**src/sv/ptzs_pkg.sv**
```systemverilog
package ptzs_pkg;

  // Width of positions, goals and scan latches (two's complement, wraps).
  localparam int POSITION_BITS = 24;
  // Width of the position fields carried on the input channel.
  localparam int FIELD_BITS    = 24;

  // Port widths; the data widths are padded to whole bytes.
  localparam int IN_DATA_BITS  = ((6 * FIELD_BITS + 1 + 7) / 8) * 8;
  localparam int IN_USER_BITS  = 3;
  localparam int OUT_DATA_BITS = 16;

  typedef logic signed [POSITION_BITS-1:0] pos_t;
  typedef logic signed [FIELD_BITS-1:0]    field_t;

  typedef enum logic [2:0] {
    ACT_PAN_TICK   = 3'd0,
    ACT_TILT_TICK  = 3'd1,
    ACT_HOME       = 3'd2,
    ACT_SCAN_START = 3'd3,
    ACT_STOP       = 3'd4,
    ACT_DISARM     = 3'd5
  } action_t;

  typedef enum logic [2:0] {
    MODE_IDLE       = 3'd0,
    MODE_HOMING     = 3'd1,
    MODE_TO_START   = 3'd2,
    MODE_TILT_SWEEP = 3'd3,
    MODE_PAN_STEP   = 3'd4
  } mode_t;

  // One input item.
  typedef struct packed {
    logic [2:0] action;
    field_t     encoder_position;
    logic       encoder_valid;
    field_t     scan_pan_begin;
    field_t     scan_pan_finish;
    field_t     scan_tilt_begin;
    field_t     scan_tilt_finish;
    field_t     scan_pan_increment;
  } item_t;

  // Sequencer state carried from item to item.
  typedef struct packed {
    mode_t mode;
    logic  homed;
    pos_t  pan_pos;
    pos_t  tilt_pos;
    pos_t  pan_goal;
    pos_t  tilt_goal;
    pos_t  pan_end;
    pos_t  tilt_begin;
    pos_t  tilt_end;
    pos_t  pan_incr;
    logic  pan_drv_on;
    logic  tilt_drv_on;
  } state_t;

  // Per-item event and step flags.
  typedef struct packed {
    logic pan_step;
    logic pan_dir;
    logic tilt_step;
    logic tilt_dir;
    logic homed_event;
    logic scan_done_event;
    logic not_homed_error;
  } events_t;

  // Fit an input field to the position width (sign extend or truncate).
  function automatic pos_t fit_field(field_t f);
    logic signed [FIELD_BITS+POSITION_BITS-1:0] wide;
    wide = (FIELD_BITS + POSITION_BITS)'(f);
    return wide[POSITION_BITS-1:0];
  endfunction

endpackage

```
**src/sv/ptzs_step.sv**
```systemverilog
module ptzs_step (
  input  ptzs_pkg::state_t  st,
  input  ptzs_pkg::item_t   item,
  output ptzs_pkg::state_t  st_nxt,
  output ptzs_pkg::events_t ev
);

  logic                 pan_up;
  logic                 tilt_up;
  ptzs_pkg::pos_t       pan_moved;
  ptzs_pkg::pos_t       tilt_moved;
  logic                 pan_at_goal;
  logic                 tilt_at_goal;
  logic                 pan_past_end;
  ptzs_pkg::pos_t       pan_goal_adv;
  ptzs_pkg::pos_t       tilt_goal_rev;
  ptzs_pkg::state_t     st_home;

  // One step of each axis toward its goal, and the arrival checks.
  always_comb begin
    pan_up       = $signed(st.pan_pos) < $signed(st.pan_goal);
    tilt_up      = $signed(st.tilt_pos) < $signed(st.tilt_goal);
    pan_moved    = pan_up ? st.pan_pos + ptzs_pkg::pos_t'(1) : st.pan_pos - ptzs_pkg::pos_t'(1);
    tilt_moved   = tilt_up ? st.tilt_pos + ptzs_pkg::pos_t'(1)
                           : st.tilt_pos - ptzs_pkg::pos_t'(1);
    pan_at_goal  = st.pan_pos == st.pan_goal;
    tilt_at_goal = st.tilt_pos == st.tilt_goal;
    pan_past_end = $signed(st.pan_pos) >= $signed(st.pan_end);
    pan_goal_adv = st.pan_goal + st.pan_incr;
    tilt_goal_rev = (st.tilt_goal == st.tilt_begin) ? st.tilt_end : st.tilt_begin;
  end

  // State after a homing start; an invalid encoder read keeps the pan position.
  always_comb begin
    st_home           = st;
    if (item.encoder_valid) begin
      st_home.pan_pos = ptzs_pkg::fit_field(item.encoder_position);
    end
    st_home.tilt_pos  = '0;
    st_home.pan_goal  = '0;
    st_home.tilt_goal = '0;
    st_home.mode      = ptzs_pkg::MODE_HOMING;
  end

  // Sequencer decisions for one item.
  always_comb begin
    st_nxt = st;
    ev     = '0;
    unique case (item.action)
      ptzs_pkg::ACT_PAN_TICK: begin
        if (st.mode != ptzs_pkg::MODE_IDLE && st.mode != ptzs_pkg::MODE_TILT_SWEEP) begin
          if (!pan_at_goal) begin
            st_nxt.pan_drv_on = 1'b1;
            st_nxt.pan_pos    = pan_moved;
            ev.pan_step       = 1'b1;
            ev.pan_dir        = pan_up;
          end else if (st.mode == ptzs_pkg::MODE_HOMING) begin
            if (tilt_at_goal) begin
              st_nxt.homed   = 1'b1;
              st_nxt.mode    = ptzs_pkg::MODE_IDLE;
              ev.homed_event = 1'b1;
            end
          end else if (st.mode == ptzs_pkg::MODE_TO_START) begin
            if (tilt_at_goal) begin
              st_nxt.mode      = ptzs_pkg::MODE_TILT_SWEEP;
              st_nxt.tilt_goal = st.tilt_end;
            end
          end else if (st.mode == ptzs_pkg::MODE_PAN_STEP) begin
            if (pan_past_end) begin
              // End of the raster: report it and home again.
              st_nxt             = st_home;
              ev.scan_done_event = 1'b1;
            end else begin
              st_nxt.mode      = ptzs_pkg::MODE_TILT_SWEEP;
              st_nxt.tilt_goal = tilt_goal_rev;
            end
          end
        end
      end
      ptzs_pkg::ACT_TILT_TICK: begin
        if (st.mode != ptzs_pkg::MODE_IDLE && st.mode != ptzs_pkg::MODE_PAN_STEP) begin
          if (!tilt_at_goal) begin
            st_nxt.tilt_drv_on = 1'b1;
            st_nxt.tilt_pos    = tilt_moved;
            ev.tilt_step       = 1'b1;
            ev.tilt_dir        = tilt_up;
          end else if (st.mode == ptzs_pkg::MODE_HOMING) begin
            if (pan_at_goal) begin
              st_nxt.homed   = 1'b1;
              st_nxt.mode    = ptzs_pkg::MODE_IDLE;
              ev.homed_event = 1'b1;
            end
          end else if (st.mode == ptzs_pkg::MODE_TO_START) begin
            if (pan_at_goal) begin
              st_nxt.mode      = ptzs_pkg::MODE_TILT_SWEEP;
              st_nxt.tilt_goal = st.tilt_end;
            end
          end else if (st.mode == ptzs_pkg::MODE_TILT_SWEEP) begin
            // Column finished: advance pan by one increment.
            st_nxt.mode     = ptzs_pkg::MODE_PAN_STEP;
            st_nxt.pan_goal = pan_goal_adv;
          end
        end
      end
      ptzs_pkg::ACT_HOME: begin
        st_nxt = st_home;
      end
      ptzs_pkg::ACT_SCAN_START: begin
        if (!st.homed) begin
          ev.not_homed_error = 1'b1;
        end else begin
          st_nxt.pan_end    = ptzs_pkg::fit_field(item.scan_pan_finish);
          st_nxt.tilt_begin = ptzs_pkg::fit_field(item.scan_tilt_begin);
          st_nxt.tilt_end   = ptzs_pkg::fit_field(item.scan_tilt_finish);
          st_nxt.pan_incr   = ptzs_pkg::fit_field(item.scan_pan_increment);
          st_nxt.pan_goal   = ptzs_pkg::fit_field(item.scan_pan_begin);
          st_nxt.tilt_goal  = ptzs_pkg::fit_field(item.scan_tilt_begin);
          st_nxt.mode       = ptzs_pkg::MODE_TO_START;
        end
      end
      ptzs_pkg::ACT_STOP: begin
        st_nxt.mode = ptzs_pkg::MODE_IDLE;
      end
      ptzs_pkg::ACT_DISARM: begin
        st_nxt.pan_drv_on  = 1'b0;
        st_nxt.tilt_drv_on = 1'b0;
        st_nxt.mode        = ptzs_pkg::MODE_IDLE;
      end
      default: begin
        // Unused action codes leave the state alone.
        st_nxt = st;
      end
    endcase
  end

endmodule

```
**src/sv/pan_tilt_zigzag_scan_sequencer.sv**
```systemverilog
// Channel | Direction | Handshake          | Contents
// in_     | input     | in_tvalid/tready   | one command or tick per transfer
// out_    | output    | out_tvalid/tready  | one result per input transfer
//
// Each item is held in the input register and is resolved against the
// sequencer state combinationally, so one item per cycle is sustained while out_tready is high.
// A result passes through the input register and then the result register.
// The output register frees the input side: a new item is taken while a
// result waits, and the pipe stalls only when both registers are full.
// Synchronous reset (rst_n low) empties both registers, sets mode idle,
// clears positions, goals and latches and enables both drivers.
module pan_tilt_zigzag_scan_sequencer (
  input  logic                               clk,
  input  logic                               rst_n,
  input  logic                               in_tvalid,
  output logic                               in_tready,
  // [23:0] encoder_position, [24] encoder_valid, [48:25] scan_pan_begin,
  // [72:49] scan_pan_finish, [96:73] scan_tilt_begin,
  // [120:97] scan_tilt_finish, [144:121] scan_pan_increment, rest zero
  input  logic [ptzs_pkg::IN_DATA_BITS-1:0]  in_tdata,
  // [2:0] action
  input  logic [ptzs_pkg::IN_USER_BITS-1:0]  in_tuser,
  output logic                               out_tvalid,
  input  logic                               out_tready,
  // [0] pan_step, [1] pan_dir, [2] tilt_step, [3] tilt_dir, [4] pan_driver_on,
  // [5] tilt_driver_on, [6] homed_event, [7] scan_done_event,
  // [8] not_homed_error, [11:9] mode_now, [12] homed_now, [15:13] zero
  output logic [ptzs_pkg::OUT_DATA_BITS-1:0] out_tdata
);

  localparam int FB = ptzs_pkg::FIELD_BITS;

  ptzs_pkg::item_t   item_in;
  ptzs_pkg::item_t   item_r;
  logic              item_vld_r;
  logic              out_vld_r;
  logic [ptzs_pkg::OUT_DATA_BITS-1:0] out_data_r;
  logic [ptzs_pkg::OUT_DATA_BITS-1:0] out_data_nxt;
  ptzs_pkg::state_t  state_r;
  ptzs_pkg::state_t  state_nxt;
  ptzs_pkg::events_t ev;
  logic              advance;

  // Unpack the input transfer.
  always_comb begin
    item_in.action             = in_tuser;
    item_in.encoder_position   = in_tdata[FB-1:0];
    item_in.encoder_valid      = in_tdata[FB];
    item_in.scan_pan_begin     = in_tdata[2*FB:FB+1];
    item_in.scan_pan_finish    = in_tdata[3*FB:2*FB+1];
    item_in.scan_tilt_begin    = in_tdata[4*FB:3*FB+1];
    item_in.scan_tilt_finish   = in_tdata[5*FB:4*FB+1];
    item_in.scan_pan_increment = in_tdata[6*FB:5*FB+1];
  end

  // An item resolves when the result register is free or being drained.
  assign advance   = item_vld_r && (!out_vld_r || out_tready);
  assign in_tready = !item_vld_r || advance;

  ptzs_step u_step (
    .st     (state_r),
    .item   (item_r),
    .st_nxt (state_nxt),
    .ev     (ev)
  );

  // Pack the result from the events and the state after the item.
  assign out_data_nxt = {3'b000,
                         state_nxt.homed,
                         state_nxt.mode,
                         ev.not_homed_error,
                         ev.scan_done_event,
                         ev.homed_event,
                         state_nxt.tilt_drv_on,
                         state_nxt.pan_drv_on,
                         ev.tilt_dir,
                         ev.tilt_step,
                         ev.pan_dir,
                         ev.pan_step};

  // Input register.
  always_ff @(posedge clk) begin
    if (!rst_n) begin
      item_vld_r <= 1'b0;
    end else if (in_tready) begin
      item_vld_r <= in_tvalid;
    end
    if (in_tvalid && in_tready) begin
      item_r <= item_in;
    end
  end

  // Sequencer state and result register.
  always_ff @(posedge clk) begin
    if (!rst_n) begin
      out_vld_r <= 1'b0;
      // Mode idle, not homed, positions, goals and latches zero, both drivers on.
      state_r   <= {ptzs_pkg::MODE_IDLE, 1'b0,
                    {(8 * ptzs_pkg::POSITION_BITS){1'b0}}, 2'b11};
    end else begin
      if (advance) begin
        state_r   <= state_nxt;
        out_vld_r <= 1'b1;
      end else if (out_tready) begin
        out_vld_r <= 1'b0;
      end
    end
    if (advance) begin
      out_data_r <= out_data_nxt;
    end
  end

  assign out_tvalid = out_vld_r;
  assign out_tdata  = out_data_r;

endmodule
```
**config.mk**
```make
export PLATFORM = sky130hd
export DESIGN_NAME = pan_tilt_zigzag_scan_sequencer
export DESIGN_NICKNAME = d
export VERILOG_FILES = /design/src/sv/ptzs_pkg.sv /design/src/sv/ptzs_step.sv /design/src/sv/pan_tilt_zigzag_scan_sequencer.sv
export SDC_FILE = /design/constraint.sdc
export NUM_CORES = 1
export LEC_CHECK = 0
export BUFFER_PORTS_ARGS = -buffer_cell sky130_fd_sc_hd__buf_4
export CORE_MARGIN = 2
export CORE_UTILIZATION = 50
export CTS_BUF_LIST = sky130_fd_sc_hd__clkbuf_2 sky130_fd_sc_hd__clkbuf_4 sky130_fd_sc_hd__clkbuf_8
export DETAILED_ROUTE_END_ITERATION = 10
export PLACE_DENSITY = 0.69
export SETUP_SLACK_MARGIN = 0.02
export SYNTH_ARGS = -nofsm -noshare
export SYNTH_HDL_FRONTEND = slang
export SYNTH_SLANG_ARGS = --single-unit
```
**constraint.sdc**
```tcl
create_clock -name clk -period 6.1 [get_ports clk]
set_input_delay 1.22 -clock clk [delete_from_list [all_inputs] [get_ports clk]]
set_output_delay 1.22 -clock clk [all_outputs]
set_load 0.005 [all_outputs]
```
==> qor.csv, run 1 <==
metric;value;unit
cts-buffers-inserted;60;
gr-usage-all-layers;26.06;%
path_class;reg2reg;
power.density;258.6;nW/um^2
tritoncts;done;
drv_slew;0;
tightest_slew;1137;ps
cts_hold_buffers;0;
r2r_setup_slack;1210;ps
nets;2413;
drc;0;
drive_gt1_share;17.24;%
antenna_found_initial;0;
die_height;199.1;um
ys_seq_area_share;46.42;%
wirelength;51730;um
ys_top_cells_by_count;299 x nand2_1, 202 x a21oi_1, 200 x dfxtp_1;
via_per_inst;5.861;
grt_max_degree;102;
core.rowCount;71;
avgSynthCellArea;9.406;sq um
grt_pass1_wl;80960;um
max-slew-margin-rel;24.17;%
period_minus_slack;4892;ps
hold_class;reg2reg;
wl_per_cell;19.05;um
finalHoldViolCount;0;
numPortBuffers;166;
timing.final.ws_setup;1208;ps
core_area;37580;sq um
fmax;204.4;MHz
crit_arrival;5500;ps
synth_seq_cells;361;
die_area;39650;sq um
diodes;0;
skew;51.00;ps
insertion_delay;690;ps
post_cts_buffers;0;
seqPwrFrac;46.8;%
hold_path_depth;2;
fin_setup_tns;0;ps
synth_edf_count;161;
syn_inst;2024;
place_ws;1318;ps
synth_async_sr_flop_share;0;%
htreeDepth;2;
dp_cells;2601;
rr_worst_depth;18;
total_power;0.005672;W
netSwitchingFraction;25.96;%
ant_nets;0;
vias;15910;
rsz0062_at_grt;no;
die_w;199.1;um
cp_data_required_time;6710;ps
yosys_warnings;0;
firstDrtPassIters;5;
start_kind;register;
cts-root-buf;clkbuf_8;
synth_area_leader_cell;edfxtp_1;
grt_remaining_overflow;0;
p_switching;0.001472;W
instances_no_fill;2715;
drt_iter0_drc;1508;
grt_pass1_vias;14950;
clockPowerShare;41.1;%
synthToLayoutAreaGrowth;15.21;%
yosysMostFrequentCell;nand2_1;
crit_path_end_kind;register;
synth_cell_type_count;97;
cts_resized;0;
syn_area;19040;sq um
min_period_over_period;80.20;%
clock_sinks;361;
place_hpwl;35240;um
routabilityCongestion;0.9279;
maxCapViolations;0;
ctsLongestPathBuffers;3;
synth_ff_type;dfxtp_1;
p_int;0.004199;W
stdcell_area;21930;sq um
ir_drop;207.2;uV
place_area;20600;sq um
leakage;8.480;nW
combPwrFrac;12.1;%
finalSetupViolations;0;
synthTopCellsByArea;edfxtp_1 25%, dfxtp_1 21%, ha_1 6.6%;
start_util;50.66;%
clk_pin_slew;60;ps
crit_fanout;14;
design.portCount;177;
outcome;completed;
synth_top_area_share;25.39;%
[final cells by class]
class,instances,area (sq um)
flip-flops and latches,361,8838
well taps,511,639.4
multi-input cells,1449,9340
clock buffers,92,1129
clock inverters,22,202.7
inverters,95,359.1
fillers,3273,15640
repair buffers,185,1426
[cells in the final DEF, fill, tap and decap left out, drive strengths merged, types with 25 or more instances in the layout]
master and n:
or3 26, nand2 299, xnor2 28, and3 25, nand3 53, nor3 73, a31oi 28, xor2 28
nor4 25, o21ai 74, clkbuf 92, nand4 29, dfxtp 200, inv 95, a21oi 224, buf 185
mux2i 47, nor2 121, edfxtp 161, ha 101, a21o 28
[worst paths after layout]
check	to	startpoint
setup / recovery	state_r[192]	state_r[183]
hold / removal	state_r[76]	state_r[76]
setup reg to reg	state_r[192]	state_r[183]
hold reg to reg	state_r[76]	state_r[76]
[worst max-delay path, cell delays in order (launching register included)]
cell      delay (ps)
dfxtp_1          670
ha_1             350
and3_1           190
a221oi_1         330
o41ai_1          100
a21o_1           190
nor2_2           240
xnor2_2          140
buf_4            250
xnor2_1          100
ha_1             300
or4_1            520
nor3_1           150
nand2_1          120
o41ai_2          300
nor2_1            80
a311oi_2         280
mux2i_1          280
o221a_1          230
[kinds of logic (layout without fill, tap and decap cells)]
logic type               count (synthesis)  in the layout  share of synthesized area (%)
AO/OA/AOI/OAI                          509            509                          17.99
XOR/XNOR                                56             56                          2.616
adder cells (fa/ha/maj)                102            102                          6.743
buffers and inverters                  216            394                          4.771
flip-flops                             361            361                          46.42
multiplexers                            63             63                          3.417
other                                    1              3                        0.01970
AND/OR/NAND/NOR                        716            716                          18.02
[metrics by stage]
step / hold WS [ps] / utilization, %
after global routing: 477.7 / 58.37
final: 454.5 / 58.37
after global placement: 445.4 / 54.83
after CTS: 456.7 / 58.37
after floorplan: 435.9 / -
after detailed placement: 448.6 / 54.83
[metal layers]
metal | vias up | global-route usage [%] | wire (um) | share of wire, %
met3 | 104 | 5.131 | 4062 | 7.9
met2 | 621 | 39.51 | 22760 | 44
li1 | 7637 | - | - | -
met4 | 0 | 8.264 | 1411 | 2.7
met5 | - | 0 | 0 | 0
met1 | 7550 | 37.41 | 23490 | 45
[sequential cells by signal (all words and copies together), names as in the netlist]
register / count
state_r: 198
item_r: 148
out_tdata: 13
item_vld_r: 1
out_tvalid: 1
[power by group through the flow]
stage                     Sequential, W  Clock [W]  Combinational [W]
after floorplan                 0.00269          0           0.000469
after global placement          0.00270          0           0.000660
after detailed placement        0.00270          0           0.000672
after CTS                       0.00265    0.00239           0.000676
after global routing            0.00266    0.00249           0.000744
final                           0.00265    0.00233           0.000685
No activity file was read; power rests on OpenSTA's default activity.
==> run 2: changes to the inputs <==
- PLACE_DENSITY: 0.69 -> 0.72
- clock period: 6.1 -> 4.1 ns (I/O delays scaled with it)
==> run 2 against run 1 <==
Effect of this change:
- core utilization increased by 1.7 points
- sequential power grew 49%
- worst hold slack lost 140 ps
- critical endpoint unchanged
- largest power group unchanged
==> qor.csv, run 2 (same netlist as run 1, synthesis figures left out) <==
metric;value;unit
outcome;completed;
power.density;362.3;nW/um^2
period_minus_slack;3907;ps
core.rowCount;71;
finalSetupViolations;0;
drive_gt1_share;20.94;%
clk_pin_slew;60;ps
die_area;39650;sq um
tritoncts;done;
maxCapViolations;0;
firstDrtPassIters;5;
ant_nets;0;
core_area;37580;sq um
path_cells;inv_1 > ha_1 > nand4_1 > or2_2 > a31oi_1 > buf_4 > nor2_4 > xnor2_2 > xnor2_1 > ha_1 > or4_4 > nor3_2 > nand2_1 > o41ai_2 > nor2_1 > a311oi_2 > mux2i_1 > o221a_1;
ir_drop;343.5;uV
grt_max_degree;80;
start_kind;register;
tightest_slew;1045;ps
dp_cells;2672;
place_hpwl;36570;um
multi_input_area;9479;sq um
cts-root-buf;clkbuf_8;
wl_per_cell;18.88;um
path_common_cell;ha_1;
via_per_inst;5.844;
crit_arrival;4520;ps
crit_fanout;3;
wirelength;52740;um
htreeDepth;2;
vias;16330;
final_common_cell;nand2_1;
finalHoldViolCount;0;
max-slew-margin-rel;30.31;%
rsz0062_at_grt;yes;
skew;39.11;ps
die_height;199.1;um
final_cell_mix;298 x nand2_1, 260 x buf_4, 201 x a21oi_1;
fmax;255.9;MHz
insertion_delay;680;ps
antenna_found_initial;0;
ctsLongestPathBuffers;3;
leakage;8.850;nW
diodes;0;
min_period_over_period;95.29;%
routabilityCongestion;0.9173;
synthToLayoutAreaGrowth;18.56;%
grt_pass1_wl;82010;um
total_power;0.008179;W
numPortBuffers;166;
drv_slew;0;
nets;2493;
cts-buffers-inserted;59;
grt_remaining_overflow;0;
design.portCount;177;
cp_data_required_time;4710;ps
cp_slowest_stage_delay;490;ps
top_register;state_r;
clock_sinks;361;
grt_pass1_vias;15490;
hold_class;in2reg;
gr-usage-all-layers;26.36;%
worst_path_max_delay_cell;or4_4;
instances_no_fill;2794;
cts_hold_buffers;0;
largest_register_ffs;198;
die_w;199.1;um
drc;0;
path_class;reg2reg;
crit_path_end_kind;register;
fillerInstances;3183;
drt_iter0_drc;1402;
final-seq-area;8856;sq um
start_util;50.66;%
==> run 2: changes by cell type in the layout (fill, tap and decap cells not counted), moves of 3 or more <==
cell,change
clkbuf_8,-8
buf_4,+78
dfxtp_1,-12
buf_12,+3
ha_4,+7
clkinv_2,+4
bufinv_16,-3
clkinv_1,+6
ha_1,-7
dfxtp_2,+11
==> run 2: stage by stage <==
| step | setup slack, ps | util [%] | hold WS (ps) | TNS [ps] | instance area [sq um] |
|---|---|---|---|---|---|
| detailed placement | 89.08 | 56.35 | 446.7 | 0 | 21170 |
| finish | 192.9 | 60.07 | 315.6 | 0 | 22570 |
| floorplan | 21.95 | - | 435.9 | 0 | 19050 |
| global placement | 160.4 | 56.35 | 445.2 | 0 | 21170 |
| CTS | 53.56 | 59.45 | 261.5 | 0 | 22340 |
| global route | -6.055 | 60.07 | 282.9 | -6.055 | 22570 |
==> run 2: area by class of cell <==
class,instances,share of cell area (%)
repair buffers,266,9.180
multi-input cells,1449,42.00
well taps,511,2.833
flip-flops and latches,361,39.24
clock inverters,29,0.6874
inverters,95,1.591
clock buffers,83,4.479
==> run 2: where the power goes <==
part           switching (W)  internal, W  total (W)
combinational       0.000635     0.000495    0.00113
clock                0.00150      0.00161    0.00311
sequential         0.0000597      0.00388    0.00394
==> run 2: final timing paths <==
kind	from	end	slack, ps	cells past startpoint
max	state_r[131]	state_r[192]	190	18
min	in_tdata[77]	item_r[52]	320	1
max reg2reg	state_r[131]	state_r[192]	190	18
min reg2reg	state_r[97]	state_r[97]	450	2
==> run 2: worst max-delay path, delay by kind of cell, from the launching register on <==
| family | cells | cell delay, ps |
|---|---|---|
| AO/OA/AOI/OAI | 4 | 910 |
| flip-flops | 1 | 340 |
| AND/OR/NAND/NOR | 7 | 1380 |
| adder cells (fa/ha/maj) | 2 | 510 |
| XOR/XNOR | 2 | 270 |
| buffers and inverters | 2 | 250 |
| multiplexers | 1 | 230 |
==> run 2: repair_timing <==
action | 4_1_cts | 5_1_grt
resized for setup | 0 | 30
buffers inserted | 0 | 10
setup endpoints to repair | 0 | 6
==> run 2: layer usage <==
metal | track usage, % | part of all wire, %
met5 | 0 | 0
met4 | 11.25 | 3.6
met3 | 4.034 | 7.1
met2 | 41.13 | 45
met1 | 36.50 | 44
